<file path="src/rtl/core/wsp_pkg.sv">
// Shared types and constants for the work slot pool with its schedule ring.
package wsp_pkg;

  localparam int WSP_SLOTS = 16;
  localparam int CMD_DEPTH = 2;
  localparam int RES_DEPTH = 2;

  typedef enum logic [2:0] {
    OP_ALLOC,
    OP_INIT,
    OP_SCHED,
    OP_KILL,
    OP_FREE,
    OP_DRAIN,
    OP_NONE
  } op_e;

  typedef struct packed {
    op_e         op;
    logic [3:0]  slot;
    logic        slot_ok;
    logic [3:0]  task_type;
    logic [31:0] handler;
    logic [31:0] arg;
  } cmd_t;

  typedef struct packed {
    logic [2:0]  status;
    logic [3:0]  slot;
    logic [3:0]  rtype;
    logic [31:0] handler;
    logic [31:0] arg;
    logic        run;
    logic        last;
  } res_t;

endpackage

</file>
<file path="src/rtl/core/wsp_fifo.sv">
// Small register queue of a given item type.
module wsp_fifo import wsp_pkg::*; #(
  parameter type T     = logic,
  parameter int  DEPTH = 2
) (
  input  logic clk_i,
  input  logic rst_ni,
  input  logic push_i,
  input  T     data_i,
  output logic full_o,
  input  logic pop_i,
  output logic empty_o,
  output T     data_o
);

  localparam int PW = (DEPTH > 1) ? $clog2(DEPTH) : 1;
  localparam int CW = $clog2(DEPTH + 1);

  T                store_q [DEPTH];
  logic [PW-1:0]   wptr_q, rptr_q;
  logic [CW-1:0]   count_q;
  logic            do_push, do_pop;

  assign full_o  = (count_q == CW'(DEPTH));
  assign empty_o = (count_q == '0);
  assign do_push = push_i && !full_o;
  assign do_pop  = pop_i && !empty_o;
  assign data_o  = store_q[rptr_q];

  always_ff @(posedge clk_i or negedge rst_ni) begin
    if (!rst_ni) begin
      wptr_q  <= '0;
      rptr_q  <= '0;
      count_q <= '0;
    end else begin
      if (do_push) begin
        wptr_q <= (wptr_q == PW'(DEPTH - 1)) ? '0 : wptr_q + 1'b1;
      end
      if (do_pop) begin
        rptr_q <= (rptr_q == PW'(DEPTH - 1)) ? '0 : rptr_q + 1'b1;
      end
      if (do_push && !do_pop) begin
        count_q <= count_q + 1'b1;
      end else if (do_pop && !do_push) begin
        count_q <= count_q - 1'b1;
      end
    end
  end

  always_ff @(posedge clk_i) begin
    if (do_push) begin
      store_q[wptr_q] <= data_i;
    end
  end

endmodule

</file>
<file path="src/rtl/core/wsp_front.sv">
// Input side: decodes an incoming item into a command and checks its slot index.
module wsp_front import wsp_pkg::*; #(
  parameter int SLOTS = WSP_SLOTS
) (
  input  logic        push_i,
  output logic        full_o,
  input  logic [2:0]  kind_i,
  input  logic [3:0]  slot_i,
  input  logic [3:0]  task_type_i,
  input  logic [31:0] handler_i,
  input  logic [31:0] arg_i,
  output logic        cmd_push_o,
  output cmd_t        cmd_o,
  input  logic        cmd_full_i
);

  localparam logic [2:0] KIND_ALLOC = 3'd0;
  localparam logic [2:0] KIND_INIT  = 3'd1;
  localparam logic [2:0] KIND_SCHED = 3'd2;
  localparam logic [2:0] KIND_KILL  = 3'd3;
  localparam logic [2:0] KIND_FREE  = 3'd4;
  localparam logic [2:0] KIND_DRAIN = 3'd5;

  assign full_o     = cmd_full_i;
  assign cmd_push_o = push_i;

  always_comb begin
    cmd_o           = '0;
    cmd_o.slot      = slot_i;
    cmd_o.slot_ok   = (int'(slot_i) < SLOTS);
    cmd_o.task_type = task_type_i;
    cmd_o.handler   = handler_i;
    cmd_o.arg       = arg_i;
    unique case (kind_i)
      KIND_ALLOC: cmd_o.op = OP_ALLOC;
      KIND_INIT:  cmd_o.op = OP_INIT;
      KIND_SCHED: cmd_o.op = OP_SCHED;
      KIND_KILL:  cmd_o.op = OP_KILL;
      KIND_FREE:  cmd_o.op = OP_FREE;
      KIND_DRAIN: cmd_o.op = OP_DRAIN;
      default:    cmd_o.op = OP_NONE;
    endcase
  end

endmodule

</file>
<file path="src/rtl/core/wsp_back.sv">
// Execution side: slot marks, slot memories, the schedule ring and the drain sequencer.
module wsp_back import wsp_pkg::*; #(
  parameter int SLOTS = WSP_SLOTS
) (
  input  logic clk_i,
  input  logic rst_ni,
  input  logic cmd_valid_i,
  input  cmd_t cmd_i,
  output logic cmd_pop_o,
  output logic res_push_o,
  output res_t res_o,
  input  logic res_full_i
);

  localparam int SLOT_W      = $clog2(SLOTS);
  localparam int ALLOC_CHUNK = 8;
  localparam int CHUNK_W     = $clog2(ALLOC_CHUNK);
  localparam int NCHUNK      = (SLOTS + ALLOC_CHUNK - 1) / ALLOC_CHUNK;
  localparam int CNT_W       = (NCHUNK > 1) ? $clog2(NCHUNK) : 1;
  localparam int PAD_W       = NCHUNK * ALLOC_CHUNK;

  localparam logic [2:0] STAT_OK         = 3'd0;
  localparam logic [2:0] STAT_EXHAUSTED  = 3'd1;
  localparam logic [2:0] STAT_QUEUE_FULL = 3'd2;
  localparam logic [2:0] STAT_NOT_IN_USE = 3'd3;
  localparam logic [2:0] STAT_PENDING    = 3'd4;

  localparam logic [2:0] S_IDLE    = 3'd0;
  localparam logic [2:0] S_ALLOC   = 3'd1;
  localparam logic [2:0] S_DR_RING = 3'd2;
  localparam logic [2:0] S_DR_SLOT = 3'd3;
  localparam logic [2:0] S_DR_EMIT = 3'd4;

  logic [SLOTS-1:0]  in_use_q, pending_q, hvalid_q;
  logic [3:0]        kind_mem  [SLOTS];
  logic [63:0]       data_mem  [SLOTS];
  logic [SLOT_W-1:0] ring_mem  [SLOTS];

  logic [2:0]        state_q, state_d;
  logic [CNT_W-1:0]  chunk_q, chunk_d;
  logic [SLOT_W-1:0] head_q, tail_q, head_next, tail_next;
  logic [SLOT_W-1:0] ring_rd_q, pop_slot_q;
  logic [3:0]        kind_rd_q;
  logic [63:0]       data_rd_q;
  logic              pend_cap_q, hv_cap_q;

  logic [SLOT_W-1:0]        idx, free_idx;
  logic                     ring_full, ring_empty;
  logic [PAD_W-1:0]         used_pad;
  logic [ALLOC_CHUNK-1:0]   chunk_bits;
  logic                     found, last_chunk;
  logic [CHUNK_W-1:0]       enc;
  logic                     do_alloc, do_init, do_sched, do_kill, do_free;
  logic                     ring_re, slot_re;

  assign idx        = SLOT_W'(cmd_i.slot);
  assign head_next  = (head_q == SLOT_W'(SLOTS - 1)) ? '0 : head_q + 1'b1;
  assign tail_next  = (tail_q == SLOT_W'(SLOTS - 1)) ? '0 : tail_q + 1'b1;
  assign ring_full  = (tail_next == head_q);
  assign ring_empty = (head_q == tail_q);
  assign last_chunk = (chunk_q == CNT_W'(NCHUNK - 1));

  // Slots past the end of the pool are padded as in use so the search never picks them.
  always_comb begin
    used_pad              = '1;
    used_pad[SLOTS-1:0]   = in_use_q;
    chunk_bits            = used_pad[chunk_q*ALLOC_CHUNK +: ALLOC_CHUNK];
    found                 = 1'b0;
    enc                   = '0;
    for (int i = ALLOC_CHUNK - 1; i >= 0; i--) begin
      if (!chunk_bits[i]) begin
        found = 1'b1;
        enc   = CHUNK_W'(i);
      end
    end
    free_idx = SLOT_W'({chunk_q, enc});
  end

  always_comb begin
    state_d    = state_q;
    chunk_d    = chunk_q;
    cmd_pop_o  = 1'b0;
    res_push_o = 1'b0;
    res_o      = '0;
    do_alloc   = 1'b0;
    do_init    = 1'b0;
    do_sched   = 1'b0;
    do_kill    = 1'b0;
    do_free    = 1'b0;
    ring_re    = 1'b0;
    slot_re    = 1'b0;
    unique case (state_q)
      S_IDLE: begin
        if (cmd_valid_i) begin
          unique case (cmd_i.op)
            OP_ALLOC: begin
              chunk_d = '0;
              state_d = S_ALLOC;
            end
            OP_DRAIN: begin
              state_d = S_DR_RING;
            end
            OP_INIT, OP_SCHED, OP_KILL, OP_FREE, OP_NONE: begin
              if (!res_full_i) begin
                res_push_o = 1'b1;
                res_o.last = 1'b1;
                cmd_pop_o  = 1'b1;
                do_init    = (cmd_i.op == OP_INIT) && cmd_i.slot_ok;
                do_kill    = (cmd_i.op == OP_KILL) && cmd_i.slot_ok;
                do_free    = (cmd_i.op == OP_FREE) && cmd_i.slot_ok;
                if (cmd_i.op == OP_SCHED) begin
                  priority if (!cmd_i.slot_ok || !in_use_q[idx]) begin
                    res_o.status = STAT_NOT_IN_USE;
                  end else if (pending_q[idx]) begin
                    res_o.status = STAT_PENDING;
                  end else if (ring_full) begin
                    res_o.status = STAT_QUEUE_FULL;
                  end else begin
                    res_o.status = STAT_OK;
                    do_sched     = 1'b1;
                  end
                end
              end
            end
            default: ;
          endcase
        end
      end
      S_ALLOC: begin
        if (found) begin
          if (!res_full_i) begin
            res_push_o = 1'b1;
            res_o.slot = 4'(free_idx);
            res_o.last = 1'b1;
            cmd_pop_o  = 1'b1;
            do_alloc   = 1'b1;
            state_d    = S_IDLE;
          end
        end else if (last_chunk) begin
          if (!res_full_i) begin
            res_push_o   = 1'b1;
            res_o.status = STAT_EXHAUSTED;
            res_o.last   = 1'b1;
            cmd_pop_o    = 1'b1;
            state_d      = S_IDLE;
          end
        end else begin
          chunk_d = chunk_q + 1'b1;
        end
      end
      S_DR_RING: begin
        if (ring_empty) begin
          if (!res_full_i) begin
            res_push_o = 1'b1;
            res_o.last = 1'b1;
            cmd_pop_o  = 1'b1;
            state_d    = S_IDLE;
          end
        end else begin
          ring_re = 1'b1;
          state_d = S_DR_SLOT;
        end
      end
      S_DR_SLOT: begin
        slot_re = 1'b1;
        state_d = S_DR_EMIT;
      end
      S_DR_EMIT: begin
        if (!res_full_i) begin
          res_push_o    = 1'b1;
          res_o.slot    = 4'(pop_slot_q);
          res_o.rtype   = kind_rd_q;
          res_o.handler = hv_cap_q ? data_rd_q[63:32] : '0;
          res_o.arg     = hv_cap_q ? data_rd_q[31:0] : '0;
          res_o.run     = pend_cap_q && hv_cap_q && (data_rd_q[63:32] != '0);
          state_d       = S_DR_RING;
        end
      end
      default: state_d = S_IDLE;
    endcase
  end

  always_ff @(posedge clk_i or negedge rst_ni) begin
    if (!rst_ni) begin
      state_q    <= S_IDLE;
      chunk_q    <= '0;
      head_q     <= '0;
      tail_q     <= '0;
      in_use_q   <= '0;
      pending_q  <= '0;
      hvalid_q   <= '0;
      pend_cap_q <= 1'b0;
      hv_cap_q   <= 1'b0;
    end else begin
      state_q <= state_d;
      chunk_q <= chunk_d;
      if (do_alloc) begin
        in_use_q[free_idx]  <= 1'b1;
        pending_q[free_idx] <= 1'b0;
      end
      if (do_init) begin
        hvalid_q[idx]  <= 1'b1;
        pending_q[idx] <= 1'b0;
      end
      if (do_kill) begin
        pending_q[idx] <= 1'b0;
      end
      if (do_free) begin
        in_use_q[idx]  <= 1'b0;
        pending_q[idx] <= 1'b0;
      end
      if (do_sched) begin
        pending_q[idx] <= 1'b1;
        tail_q         <= tail_next;
      end
      if (ring_re) begin
        head_q <= head_next;
      end
      // The pending mark is sampled for the run flag and cleared as the entry leaves the ring.
      if (slot_re) begin
        pend_cap_q           <= pending_q[ring_rd_q];
        hv_cap_q             <= hvalid_q[ring_rd_q];
        pending_q[ring_rd_q] <= 1'b0;
      end
    end
  end

  always_ff @(posedge clk_i) begin
    if (do_sched) begin
      ring_mem[tail_q] <= idx;
    end
    if (ring_re) begin
      ring_rd_q <= ring_mem[head_q];
    end
  end

  always_ff @(posedge clk_i) begin
    if (do_alloc) begin
      kind_mem[free_idx] <= cmd_i.task_type;
    end
    if (slot_re) begin
      kind_rd_q  <= kind_mem[ring_rd_q];
      pop_slot_q <= ring_rd_q;
    end
  end

  always_ff @(posedge clk_i) begin
    if (do_init) begin
      data_mem[idx] <= {cmd_i.handler, cmd_i.arg};
    end
    if (slot_re) begin
      data_rd_q <= data_mem[ring_rd_q];
    end
  end

endmodule

</file>
<file path="src/rtl/core/work_slot_pool_with_dedup_fifo_unit.sv">
// Top level of the work slot pool with its ring of scheduled slots.
//
// Items enter through a queue-style port: an item is taken when push is high and full is
// low. Results leave the same way: the oldest result sits on the result ports while empty is
// low and is taken when pop is high. A decoder feeds a two-entry command queue, an executor
// works through the commands one at a time and writes results into a two-entry result queue.
// Init, schedule, kill, free and unknown kinds give one result, which is written into the
// result queue as the command leaves the command queue; with a receiver that keeps
// up they can be taken one per cycle. Alloc searches the in-use marks eight slots per cycle,
// so its result is written once a free slot is found or the last group of eight is searched.
// Drain reads the ring and then the slot memories, giving one result for each ring entry and a
// closing result with last set once the ring is empty.
// Further items are queued while a command is being executed, up to the command queue depth.
// When the receiver stops popping, the result queue fills and the executor holds its current
// step; nothing is dropped. Reset clears all marks and ring pointers at once; slot contents
// that were never written read as zero.
module work_slot_pool_with_dedup_fifo_unit import wsp_pkg::*; #(
  parameter int SLOTS = WSP_SLOTS
) (
  input  logic        clk_i,
  input  logic        rst_ni,
  input  logic        push,
  output logic        full,
  input  logic [2:0]  kind_i,
  input  logic [3:0]  slot_i,
  input  logic [3:0]  task_type_i,
  input  logic [31:0] handler_i,
  input  logic [31:0] arg_i,
  output logic        empty,
  input  logic        pop,
  output logic [2:0]  status_o,
  output logic [3:0]  out_slot_o,
  output logic [3:0]  out_type_o,
  output logic [31:0] out_handler_o,
  output logic [31:0] out_arg_o,
  output logic        run_o,
  output logic        last_o
);

  cmd_t cmd_in, cmd_head;
  logic cmd_push, cmd_full, cmd_empty, cmd_pop;
  res_t res_in, res_head;
  logic res_push, res_full;

  wsp_front #(.SLOTS(SLOTS)) u_front (
    .push_i      (push),
    .full_o      (full),
    .kind_i      (kind_i),
    .slot_i      (slot_i),
    .task_type_i (task_type_i),
    .handler_i   (handler_i),
    .arg_i       (arg_i),
    .cmd_push_o  (cmd_push),
    .cmd_o       (cmd_in),
    .cmd_full_i  (cmd_full)
  );

  wsp_fifo #(.T(cmd_t), .DEPTH(CMD_DEPTH)) u_cmd_fifo (
    .clk_i   (clk_i),
    .rst_ni  (rst_ni),
    .push_i  (cmd_push),
    .data_i  (cmd_in),
    .full_o  (cmd_full),
    .pop_i   (cmd_pop),
    .empty_o (cmd_empty),
    .data_o  (cmd_head)
  );

  wsp_back #(.SLOTS(SLOTS)) u_back (
    .clk_i       (clk_i),
    .rst_ni      (rst_ni),
    .cmd_valid_i (!cmd_empty),
    .cmd_i       (cmd_head),
    .cmd_pop_o   (cmd_pop),
    .res_push_o  (res_push),
    .res_o       (res_in),
    .res_full_i  (res_full)
  );

  wsp_fifo #(.T(res_t), .DEPTH(RES_DEPTH)) u_res_fifo (
    .clk_i   (clk_i),
    .rst_ni  (rst_ni),
    .push_i  (res_push),
    .data_i  (res_in),
    .full_o  (res_full),
    .pop_i   (pop),
    .empty_o (empty),
    .data_o  (res_head)
  );

  assign status_o      = res_head.status;
  assign out_slot_o    = res_head.slot;
  assign out_type_o    = res_head.rtype;
  assign out_handler_o = res_head.handler;
  assign out_arg_o     = res_head.arg;
  assign run_o         = res_head.run;
  assign last_o        = res_head.last;

endmodule

</file>
<file path="config.mk">
export PLATFORM = sky130hd
export DESIGN_NAME = work_slot_pool_with_dedup_fifo_unit
export DESIGN_NICKNAME = d
export VERILOG_FILES = /design/src/rtl/core/wsp_pkg.sv /design/src/rtl/core/wsp_fifo.sv /design/src/rtl/core/wsp_front.sv /design/src/rtl/core/wsp_back.sv /design/src/rtl/core/work_slot_pool_with_dedup_fifo_unit.sv
export SDC_FILE = /design/constraint.sdc
export NUM_CORES = 2
export LEC_CHECK = 0
export ABC_CLOCK_PERIOD_IN_PS = 11230
export BUFFER_PORTS_ARGS = -buffer_cell sky130_fd_sc_hd__clkbuf_2
export CORE_MARGIN = 3
export CORE_UTILIZATION = 45
export CTS_CLUSTER_SIZE = 14
export DETAILED_ROUTE_END_ITERATION = 8
export GPL_ROUTABILITY_DRIVEN = 0
export SLEW_MARGIN = 15
export SYNTH_ARGS = -nofsm -noshare
export SYNTH_HDL_FRONTEND = slang
export SYNTH_SLANG_ARGS = --single-unit
export TNS_END_PERCENT = 20
</file>
<file path="constraint.sdc">
create_clock -name clk_i -period 11.23 [get_ports clk_i]
set_clock_uncertainty 0.05 [all_clocks]
set_input_delay 1.6845 -clock clk_i [delete_from_list [all_inputs] [get_ports clk_i]]
set_output_delay 1.6845 -clock clk_i [all_outputs]
set_load 0.05 [all_outputs]
</file>
# ---- Yosys cells after proc, flatten, opt, wreduce, memory -nomap -nowiden
# Memories as Yosys holds them, arrays and structs flattened. A register that Yosys moved wholly into a read port is not among the register bits.
# Index checks and enable logic that the tools add are counted.
dict set report op_classes {
  n_bitwise 12
  n_mux 123
  order_cmp 6
  n_addsub 11
  reduce_logical 39
  eq_ne 27
  n_shift 1
}
# op n
set ops {}
lappend ops {{2-to-1 mux 16 bit} 8}
lappend ops {{bitwise AND 16 bit} 6}
lappend ops {{2-to-1 mux 73 bit} 1}
lappend ops {{2-to-1 mux 69 bit} 1}
lappend ops {{2-to-1 mux 3 bit} 22}
lappend ops {{2-to-1 mux 1 bit} 65}
lappend ops {{2-to-1 mux 32 bit} 2}
lappend ops {{NOT 16 bit} 3}
lappend ops {{bitwise OR 16 bit} 3}
lappend ops {{nonzero test 32 bit} 1}
lappend ops {{equality test 3 x 2 -> 1 bit, second input constant} 6}
lappend ops {{equality test 3 bit, second input constant} 6}
lappend ops {{case mux 3 bit (6 select lines)} 1}
lappend ops {{binary-select mux 1 bit (select 4 bit)} 4}
lappend ops {{2-to-1 mux 4 bit} 4}
lappend ops {{indexed part select 16 x 5 -> 8 bit} 1}
lappend ops {{< comparator 4 x 5 -> 1 bit, second input constant} 3}
lappend ops {{case mux 3 bit (5 select lines)} 1}
lappend ops {{logical AND 1 bit} 13}
lappend ops {{demux 1 bit (select 4 bit)} 3}
lappend ops {{>= comparator 4 x 1 -> 1 bit, second input constant} 3}
lappend ops {{case mux 3 bit (2 select lines)} 2}
lappend ops {{2-to-1 mux 2 bit} 5}
lappend ops {{equality test 3 x 1 -> 1 bit, second input constant} 3}
lappend ops {{other kinds (23)} 52}
dict set report word_totals {
  mem_bits_rw 1456
  register_bits 74
  output_inout_bits 79
  in_bits 79
  mem_count 5
  word_cells 240
}
# name words width read_ports rd_clocked_by_memory_dff write_ports line_no
set memory_table {}
lappend memory_table {u_back.data_mem 16 64 1 1 1 wsp_back.sv:36} ;# logic [63:0] data_mem [SLOTS];
lappend memory_table {u_res_fifo.store_q 2 77 1 0 1 wsp_fifo.sv:19} ;# T store_q [DEPTH];
lappend memory_table {u_cmd_fifo.store_q 2 75 1 0 1 wsp_fifo.sv:19}
lappend memory_table {u_back.kind_mem 16 4 1 1 1 wsp_back.sv:35} ;# logic [3:0] kind_mem [SLOTS];
lappend memory_table {u_back.ring_mem 16 4 1 1 1 wsp_back.sv:37} ;# logic [SLOT_W-1:0] ring_mem [SLOTS];

# ---- Longest topological paths before layout
dict set report depth {
  ltp_word 26
  depth_mapped 13
}

# ---- Modules after synthesis
# Synthesis repeated with hierarchy kept, for this count alone.
dict set report unflattened {
  cells_unflattened 2814
  hier_area_um2 62434.9
}
# mod cells_each area_each_um2 seq_area_each_um2 n_inst
set by_module_without_submodules {}
lappend by_module_without_submodules {wsp_back 2219 50199.4 38426.9 1}
lappend by_module_without_submodules {{wsp_fifo at u_res_fifo} 259 5833.1 4724.5 1}
lappend by_module_without_submodules {{wsp_fifo at u_cmd_fifo} 256 5816.8 4664.5 1}
lappend by_module_without_submodules {wsp_front 79 581.8 0.0 1}
lappend by_module_without_submodules {work_slot_pool_with_dedup_fifo_unit 1 3.8 0.0 1}

# ---- Worst setup path before layout
# Ideal clock, no wire load.
dict set report synth_path {
  kind {flip-flop to flip-flop}
  start {register u_back.state_q[0]}
  end {memory u_res_fifo.store_q[1][0] in the netlist's numbering (enable)}
  arrival_ns 4.904
  path_stages_with_launch 8
  setup_slack_ns 5.755
  setup_ns 0.521
  path_cell_list {dfrtp_1 -> clkbuf_1 -> or3b_2 -> nor2_1 -> o21ai_0 -> nand4_1 -> nor2_1 -> nor2b_1}
}
dict set report synth_via {
  elab_chain_cells 5
}
# item line_no
set synth_lines {}
lappend synth_lines {{from (decl)} wsp_back.sv:39} ;# logic [2:0] state_q, state_d;
lappend synth_lines {{from (signal assigned)} wsp_back.sv:195} ;# state_q <= state_d;
lappend synth_lines {{equality test 3 bit, or another cell as far along} wsp_back.sv:92} ;# unique case (state_q)
lappend synth_lines {{case mux 1 bit (4 select lines) *} wsp_back.sv:92}
lappend synth_lines {{logical AND 1 bit *} wsp_fifo.sv:26} ;# assign do_push = push_i && !full_o;
lappend synth_lines {{2-to-1 mux 1 bit *} wsp_fifo.sv:51} ;# if (do_push) begin
lappend synth_lines {{2-to-1 mux 1 bit (not written as such) *} wsp_fifo.sv:52} ;# store_q[wptr_q] <= data_i;
lappend synth_lines {{to (decl)} wsp_fifo.sv:19}
# Every way passes the cells marked *; elsewhere a longest branch is shown, timed or not.

# ---- Worst setup path after layout
dict set report layout_path {
  start {register u_res_fifo.rptr_q}
  end {output port out_arg_o[27]}
}
dict set report layout_via {
  elab_chain_cells 1
}
# item line_no
set layout_lines {}
lappend layout_lines {{from (decl)} wsp_fifo.sv:20} ;# logic [PW-1:0] wptr_q, rptr_q;
lappend layout_lines {{from (signal assigned)} wsp_fifo.sv:40} ;# rptr_q <= (rptr_q == PW'(DEPTH - 1)) ? '0 : rptr_q + 1'b1;
lappend layout_lines {{memory (2 x 77 bit)} n/a}
lappend layout_lines {{to (decl)} work_slot_pool_with_dedup_fifo_unit.sv:35} ;# output logic [31:0] out_arg_o,
# Every way passes these cells.

==> flow_metrics.py <==
metrics = {
    "outcome": {
        "run_status": "complete, no violations",
    },
    "sta": {
        "finalHoldViolations": 0,
        "timing_worst_slew_pin_value_ps": 1210,
        "final.min_clock_period_ps": 4740,
        "grt_setup_unrepaired": "no",
        "timing_max_transition_violations_final": 0,
        "worst_slew_margin_pct": 18.4,
        "final.period_utilization_pct": 42.2,
        "timing.hold.ws_ps": 420,
        "fmax_mhz": 211,
        "setup-tns-final_ps": 0,
        "setup-violations-final": 0,
    },
    "detailed_routing": {
        "ant_nets": 0,
        "detailedRoute.firstPassIterationCount": 6,
        "drc": 0,
        "via_per_inst": 5.95,
        "routed-via-count": 29309,
        "post_drt_wl_per_cell_microns": 29.2,
        "drt_iter0_markers": 3165,
        "finalWirelength_microns": 144000,
    },
    "global_routing": {
        "gr-total-overflow": 0,
        "initial_antenna_violation_count": 2,
        "first_global_vias": 30803,
        "global_route_wire_length_before_repair_microns": 212000,
        "global_route.usage.total_pct": 20.5,
        "maximum_number_of_pins_on_one_net_before_global_route_repair": 109,
    },
    "logic_synthesis": {
        "synthesis.area_per_instance_sq_um": 22.0,
        "postSynth.asyncResetShare_pct": 4.37,
        "netlist_instances": 2810,
        "ys_seq_area_share_pct": 77.1,
        "yosys_register_bits": 1602,
        "library_cells_used_by_synthesis": 71,
        "synth_area_sq_um": 61900,
        "postSynthNetCount": 2896,
        "ys.warnings.count": 0,
        "yosys_most_used_dff": "sky130_fd_sc_hd__edfxtp_1",
        "synth_edf_count": 1532,
    },
    "clock_tree": {
        "clk-insertion-delay-late_ps": 800,
        "cts_hold_repair.buffers": 0,
        "clock-sinks": 1602,
        "path_clk_slew_ps": 60,
        "clock_tree.root_cell": "sky130_fd_sc_hd__clkbuf_16",
        "clk_path_buf_depth": 3,
        "numCtsBuffers": 164,
        "tritoncts": "done",
        "number_of_h_tree_levels": 4,
        "postCtsResizedCells": 0,
        "cts_setup_buffers": 0,
    },
    "layout": {
        "mostFrequentLayoutCell": "sky130_fd_sc_hd__edfxtp_1",
        "most-common-layout-cells": "sky130_fd_sc_hd__edfxtp_1, sky130_fd_sc_hd__mux4_2, sky130_fd_sc_hd__clkbuf_16",
        "final_cell_area_sq_um": 70100,
        "layout.core_utilization_pct": 51.6,
        "areaGrowthSynthToFinish_pct": 13.2,
        "antenna_cells": 0,
        "drive_gt1_share_pct": 32.6,
        "fillers": 10475,
        "final_nets": 3108,
    },
    "place": {
        "dp.final_hpwl_microns": 76800,
        "port-buffer-count": 157,
        "dpl-instance-area_sq_um": 64800,
    },
    "critical_path": {
        "crit_path_max_fanout": 45,
        "timing.reg2reg.setup_slack_ps": 6700,
        "critical_path.startpoint_type": "flop",
        "worst-endpoint-arrival_ps": 3010,
        "critPathRequiredTime_ps": 9500,
        "path_class": "reg -> out",
        "endpoint_kind": "output pin",
    },
    "power_and_ir_drop": {
        "vdd_drop_max_mv": 0.199,
        "cellLeakagePower_nw": 22.6,
        "p_per_area_nw_per_um2": 244,
        "fin_total_pwr_mw": 17.1,
    },
    "job": {
        "drv_cap": 0,
    },
    "floorplan": {
        "design.portCount": 158,
        "die-width_microns": 377,
        "starting_density_of_the_core_pct": 45.5,
        "placeableCoreArea_sq_um": 136000,
        "die-height_microns": 377,
        "area_of_the_die_sq_um": 142000,
        "number_of_placement_rows": 135,
    },
    "hold_path": {
        "hp-class": "reg -> reg",
    },
}
## metrics by stage
step | cells | setup WS (ps)
detailed placement | 4636 | 6760
global placement | 4635 | 6990
floorplan | 2810 | 5750
global route | 4930 | 6290
CTS | 4929 | 6360
finish | 4930 | 6490
## cells in the mapped netlist (all sizes together) (11+ instances only)
cell type | count | area (sq um)
xnor2 | 13 | 114
nand2 | 51 | 194
mux4 | 371 | 8360
clkbuf | 85 | 319
or2 | 29 | 181
nor2 | 74 | 278
o22a | 15 | 131
o221ai | 16 | 140
inv | 22 | 82.6
o32ai | 17 | 231
a21oi | 19 | 95.1
buf | 70 | 348
and3 | 70 | 438
nand2b | 11 | 68.8
mux2 | 154 | 1740
o21ai | 14 | 70.1
dfrtp | 70 | 1750
nor3 | 22 | 120
nor4 | 23 | 150
edfxtp | 1532 | 46000
## power by group
part / leakage [nW] / total [mW] / switching, mW / internal, mW
Clock: 2.53 / 5.29 / 2.23 / 3.06
Sequential: 14.8 / 8.14 / 0.322 / 7.81
Combinational: 5.28 / 3.66 / 2.58 / 1.07
## cell type report
class,count,area [sq um],area share [%]
Inverter,22,85.1,0.121
Clock buffer,216,4390,6.27
Timing Repair Buffer,201,1190,1.69
Sequential cell,1602,47800,68.1
Clock inverter,77,833,1.19
Multi-Input combinational cell,1031,13600,19.4
Tap cell,1781,2230,3.18
## routing by layer
layer | global-route usage (%) | vias to the layer above | routed length (microns)
met1 | 28.7 | 15775 | 60400
met4 | 6.15 | 0 | 3710
met3 | 3.73 | 260 | 9120
met5 | 0 | - | 0
met2 | 33.3 | 1058 | 70600
li1 | - | 12216 | -
## cells by family (layout without fill, tap and decap cells)
family / count (synthesis) / after routing / share of synthesized area (%)
and+or+nand+nor: 332 / 332 / 2.94
AOI/OAI and AO/OA: 141 / 141 / 1.92
adders and majority gates: 7 / 7 / 0.141
DFF: 1602 / 1602 / 77.1
xor gates and xnor gates: 22 / 22 / 0.311
buffers and inverters: 177 / 516 / 1.21
muxes: 529 / 529 / 16.4
## sequential cells by signal (all words and copies together) (netlist names), 16 cells and up
| register | flops |
|---|---|
| u_back.data_mem | 1024 |
| u_back.data_rd_q | 64 |
| u_back.hvalid_q | 16 |
| u_back.in_use_q | 16 |
| u_back.kind_mem | 64 |
| u_back.pending_q | 16 |
| u_back.ring_mem | 64 |
| u_cmd_fifo.store_q | 150 |
| u_res_fifo.store_q | 154 |
## path summary, 6_finish.rpt
path | startpoint | end | cells past startpoint
min in group asynchronous | rst_ni | u_res_fifo.count_q[0] | 1
max in group asynchronous | rst_ni | u_back.hv_cap_q | 2
min reg2reg | u_back.hvalid_q[15] | u_back.hvalid_q[15] | 1
max | u_res_fifo.rptr_q | out_arg_o[27] | 3
min | u_back.hvalid_q[15] | u_back.hvalid_q[15] | 1
max reg2reg | u_cmd_fifo.rptr_q | u_back.ring_mem[1][0] | 6
## critical path, cell delays in order (launching register included)
cell,delay [ps]
sky130_fd_sc_hd__dfrtp_4,750
sky130_fd_sc_hd__buf_4,730
sky130_fd_sc_hd__mux2_2,420
sky130_fd_sc_hd__clkbuf_2,250
(Power assumes the default switching activity.)
